--- src/sv/cfir_pkg.sv ---
package cfir_pkg;

    localparam int MAX_TAPS      = 256;
    localparam int SAMPLE_BITS   = 16;
    localparam int TAP_REG_BITS  = 9;
    localparam int COEF_IDX_BITS = 8;
    localparam int OUT_BITS      = 40;
    localparam int PROD_BITS     = 2 * SAMPLE_BITS;
    localparam int IDX_W         = $clog2(MAX_TAPS);
    localparam int CNT_W         = IDX_W + 1;

    localparam logic [1:0] OP_PUSH  = 2'd0;
    localparam logic [1:0] OP_COEF  = 2'd1;
    localparam logic [1:0] OP_CLEAR = 2'd2;

    typedef struct packed {
        logic signed [SAMPLE_BITS-1:0] i;
        logic signed [SAMPLE_BITS-1:0] q;
    } t_smp;

    typedef struct packed {
        logic             shift;
        logic             clear;
        logic             write;
        logic [IDX_W-1:0] wr_pos;
        logic [IDX_W-1:0] last;
        t_smp             smp;
    } t_cell_ctl;

    typedef struct packed {
        logic                          issue;
        logic                          clr_acc;
        logic [IDX_W-1:0]              rd_addr;
        logic                          coef_we;
        logic [IDX_W-1:0]              coef_wa;
        logic signed [SAMPLE_BITS-1:0] coef_wd;
    } t_mac_ctl;

endpackage

--- src/sv/cfir_cell.sv ---
module cfir_cell import cfir_pkg::*; (
    input  logic             i_clk,
    input  logic             i_rst_n,
    input  logic [IDX_W-1:0] i_index,
    input  t_cell_ctl        i_ctl,
    input  t_smp             i_head,
    input  t_smp             i_next,
    output t_smp             o_smp
);

    t_smp r_smp;

    always_ff @(posedge i_clk) begin
        if (!i_rst_n) begin
            r_smp <= '0;
        end else if (i_ctl.clear) begin
            r_smp <= '0;
        end else if (i_ctl.write && (i_index == i_ctl.wr_pos)) begin
            r_smp <= i_ctl.smp;
        end else if (i_ctl.shift && (i_index <= i_ctl.last)) begin
            // last active cell closes the ring back to the head
            r_smp <= (i_index == i_ctl.last) ? i_head : i_next;
        end
    end

    assign o_smp = r_smp;

endmodule

--- config.mk ---
export PLATFORM = sky130hd
export DESIGN_NAME = cfir_cell
export DESIGN_NICKNAME = d
export VERILOG_FILES = /design/src/sv/cfir_pkg.sv /design/src/sv/cfir_cell.sv
export SDC_FILE = /design/constraint.sdc
export NUM_CORES = 1
export LEC_CHECK = 0
export BUFFER_PORTS_ARGS = -buffer_cell sky130_fd_sc_hd__buf_2
export CAP_MARGIN = 10
export CELL_PAD_IN_SITES_DETAIL_PLACEMENT = 0
export CELL_PAD_IN_SITES_GLOBAL_PLACEMENT = 1
export CORE_MARGIN = 2
export CORE_UTILIZATION = 29
export DETAILED_ROUTE_END_ITERATION = 10
export PLACE_DENSITY_LB_ADDON = 0.15
export SYNTH_ARGS = -nofsm -noshare
export SYNTH_HDL_FRONTEND = slang
export SYNTH_SLANG_ARGS = --single-unit
--- constraint.sdc ---
create_clock -name i_clk -period 4.9 [get_ports i_clk]
set_clock_uncertainty 0.2 [all_clocks]
set_input_delay 0.735 -clock i_clk [delete_from_list [all_inputs] [get_ports i_clk]]
set_output_delay 0.735 -clock i_clk [all_outputs]
set_load 0.02 [all_outputs]
==> impl_table.tex <==
\begin{tabular}{lr}
\hline
Metric & Value \\
\hline
\multicolumn{2}{l}{\textbf{Finish}} \\
\quad P\&R area growth vs syn & 47.1\% \\
\quad Number of standard cells in the final layout excluding fillers & 504 \\
\quad Number of nets in the layout & 540 \\
\quad Fraction of final layout cells sized beyond drive strength 1 & 0.426 \\
\quad Flip-flop count of the largest register, all copies and words added & 32 \\
\quad Number of diodes & 0 \\
\quad Most common cell after layout, fill and taps aside & sky130\_fd\_sc\_hd\_\_buf\_2 \\
\quad Post-Layout Inst Area & about 0.0031 mm² \\
\multicolumn{2}{l}{\textbf{Die}} \\
\quad Effective utilization at floorplan & 0.304 \\
\quad Area enclosed by the die boundary & 0.00789 mm² \\
\quad Die boundary width & 88.8 µm \\
\quad Core box area & 0.00687 mm² \\
\quad Die Y & $\sim$89 µm \\
\quad Count of standard-cell rows & 30 \\
\quad Boundary pin count & 157 \\
\multicolumn{2}{l}{\textbf{Worst setup path}} \\
\quad Worst endpoint data arrival time & 3.00 ns \\
\quad Setup slack of the most critical reg-to-reg path & 3.86 ns \\
\quad Worst-path fanout max & 32 \\
\quad Critical path startpoint & i\_index[1] \\
\quad Crit-path max cell delay & 0.88 ns \\
\quad Class of the most critical setup path & primary input to flop \\
\quad Startpoint type of the worst setup path & primary input \\
\quad Worst EP required & 4.88 ns \\
\quad R2R depth & 2 \\
\quad Critical path, cell by cell & buf\_2 > ha\_1 > nor2b\_1 > o211ai\_1 > a22o\_1 > o21ai\_0 > a32o\_1 \\
\quad Worst r2r src & o\_smp[0] \\
\quad Library cell contributing the largest single delay on the critical path & sky130\_fd\_sc\_hd\_\_a22o\_1 \\
\quad Critical R2R Capture & o\_smp[0] \\
\quad Sort of element at the end of the critical path & flop \\
\multicolumn{2}{l}{\textbf{CTS}} \\
\quad Post-CTS Setup Bufs & 0 \\
\quad Number of gates resized after cts & 0 \\
\quad Number of buffers inserted by hold repair at cts & 0 \\
\quad Clock net sink count & 32 \\
\quad Number of buffers added by the clock tree synthesis step & 5 \\
\quad Clock transition at the registers of the reported paths & 0.07 ns \\
\quad Clk Tree Root Cell & sky130\_fd\_sc\_hd\_\_clkbuf\_8 \\
\quad Clock insertion delay at the later pin of the skew report & approximately 0.28 ns \\
\quad Deepest level of the CTS H-tree & 2 \\
\quad TritonCTS clock tree & done \\
\quad Buffer depth of the longest clock path & 2 \\
\multicolumn{2}{l}{\textbf{Timing}} \\
\quad Highest clock frequency the design can meet & 0.331 GHz \\
\quad Final setup violation count & 0 \\
\quad Number of max-slew violations in the final report & 0 \\
\quad Hold slack & 0.399 ns \\
\quad Count of endpoints failing hold in the final timing report & 0 \\
\quad Unrepaired setup endpoints after global routing & false \\
\quad Final setup TNS & 0 ns \\
\quad Final Critical Period & 3.02 ns \\
\quad Transition time at the pin with the least slew margin & 1.06 ns \\
\quad Fraction of the cycle the final worst path needs & 0.616 \\
\quad Max-slew headroom at the worst pin & 0.297 \\
\multicolumn{2}{l}{\textbf{Worst hold path}} \\
\quad HP Class & flop to flop \\
\quad Startpoint of the tightest hold check path & o\_smp[28] \\
\quad WHS Path Cells & 2 \\
\quad Hold endpoint & o\_smp[28] \\
\multicolumn{2}{l}{\textbf{GRT}} \\
\quad Global-route wire length before repair & 11400 µm \\
\quad GRT overflow & 0 \\
\quad Via count of the first global-routing pass & approximately 2500 \\
\quad Largest net degree at the start of global routing & 34 \\
\quad Global-route total usage across every layer & 0.185 \\
\quad Number of antenna violations at the first check in global routing & 0 \\
\multicolumn{2}{l}{\textbf{Logic synthesis}} \\
\quad Share of synthesized registers carrying an async set or reset & 0 \\
\quad Number of storage elements in the synthesis netlist & 32 \\
\quad Per-instance average area after synthesis & 7.88 µm² \\
\quad Post-Syn Instances & between 200 and 300 \\
\quad Ys Warns & 0 \\
\quad Sequential-to-total area share from yosys stat & 0.307 \\
\quad Ys flop type & sky130\_fd\_sc\_hd\_\_dfxtp\_1 \\
\quad Net Count, Synth & 398 \\
\quad Count of different cell masters after synthesis & 25 \\
\quad Number of enable-type register cells in the synthesized netlist & 0 \\
\quad Cell area after technology mapping & 0.00209 mm² \\
\multicolumn{2}{l}{\textbf{Route}} \\
\quad Max Used Layer & met4 \\
\quad ANT nets after route & 0 \\
\quad Remaining routing DRC violations & 0 \\
\quad Routed length per placed instance & 15.1 µm \\
\quad DRC marker count from the first detailed-route iteration & about 140 \\
\quad Drt first pass iters & 4 \\
\quad Met2 WL post-DR & 3510 µm \\
\quad Wire length on met1 & around 3400 µm \\
\quad Average via count per standard cell & 5.09 \\
\quad Via total after detailed routing & 2565 \\
\quad Routed length on met3 & 662 µm \\
\quad Final Routed Wirelength & 7610 µm \\
\multicolumn{2}{l}{\textbf{Run}} \\
\quad Count of maximum capacitance violations & 0 \\
\multicolumn{2}{l}{\textbf{Placed design}} \\
\quad Last weighted congestion value of the routability-driven placer & 0.759 \\
\quad Number of buffers added on ports & 156 \\
\quad Instance area after placement & 0.00294 mm² \\
\quad Total half-perimeter wirelength after legalization and detailed placement & around 5300 µm \\
\quad Dpl cells & about 500 \\
\multicolumn{2}{l}{\textbf{Power and ir drop}} \\
\quad Internal Power & 560 µW \\
\quad Switching part of the total & 0.294 \\
\quad Relative contribution of combinational cells to total power & 0.287 \\
\quad Highest ir drop seen on vdd & between 0.00009 and 0.0001 V \\
\quad Net Sw Power & 233 µW \\
\quad Total design power & 793 µW \\
\quad Seq pwr share & 0.358 \\
\quad Static leakage & around 0.0015 µW \\
\quad Pwr per Cell Area & 258 mW/mm² \\
\quad Part of the power in the clock network & 0.355 \\
\multicolumn{2}{l}{\textbf{Run status}} \\
\quad Run status & finished, final reports clean \\
\hline
\end{tabular}
## Yosys cell counts (all sizes together) (2+ instances only)
cell type / instances / area (µm²)
nand4: 2 / 12.5
nor3: 32 / 160
a21oi: 4 / 20.0
clkbuf: 18 / 67.6
and2: 2 / 12.5
xor2: 7 / 61.3
o21bai: 32 / 240
inv: 8 / 30.0
dfxtp: 32 / 641
nor2: 33 / 124
nand2b: 2 / 12.5
nor4: 2 / 12.5
a32o: 32 / 320
buf: 9 / 45.0
ha: 8 / 100
nand2: 2 / 7.51
o21ai: 33 / 165
## stage by stage
stage / util / setup WS, ns
3_3_place_gp: 0.428 / 1.57
6_report: 0.447 / 1.88
3_5_place_dp: 0.428 / 1.57
4_1_cts: 0.447 / 1.87
2_1_floorplan: - / 2.37
5_1_grt: 0.447 / 1.65
## power by group through the flow
stage | Combinational, µW | Clock, µW | Sequential (µW)
final | 227 | 282 | 284
after global routing | 251 | 303 | 286
after CTS | 230 | 290 | 284
after global placement | 227 | 0 | 290
after floorplan | 112 | 0 | 310
after detailed placement | 229 | 0 | 289
## kinds of logic after synthesis
logic type	synth area share
AO/OA/AOI/OAI	0.369
XOR/XNOR	0.0336
adder cells (fa/ha/maj)	0.0480
buffers and inverters	0.0683
flip-flops	0.307
AND/OR/NAND/NOR	0.174
## per-layer routing
layer | GRT usage | up-vias
li1 | - | 1270
met1 | 0.226 | 1185
met2 | 0.316 | 101
met3 | 0.0513 | 9
met4 | 0.0579 | 0
met5 | 0 | -
## layout make-up
cell class	count	area, µm²
fill	753	3800
multi-input combinational	198	1330
timing repair buffer	162	826
sequential	32	641
tap	96	120
clock buffer	7	96.3
clock inverter	1	30.0
inverter	8	30.0
## worst max path at each step
| stage | cells past startpoint | slack [ns] | end |
|---|---|---|---|
| after floorplan | 10 | 2.37 | o_smp[0] |
| final | 7 | 1.88 | o_smp[10] |
| after global routing | 7 | 1.65 | o_smp[2] |
| after global placement | 8 | 1.57 | o_smp[9] |
| after CTS | 7 | 1.87 | o_smp[12] |
| after detailed placement | 7 | 1.57 | o_smp[12] |
## critical path: cells and delay by family
kind                     cells  cell delay [ns]
AND/OR/NAND/NOR              1             0.13
buffers and inverters        1             0.12
adder cells (fa/ha/maj)      1             0.30
AO/OA/AOI/OAI                4             1.71
Power figures use the tool's default switching activity.
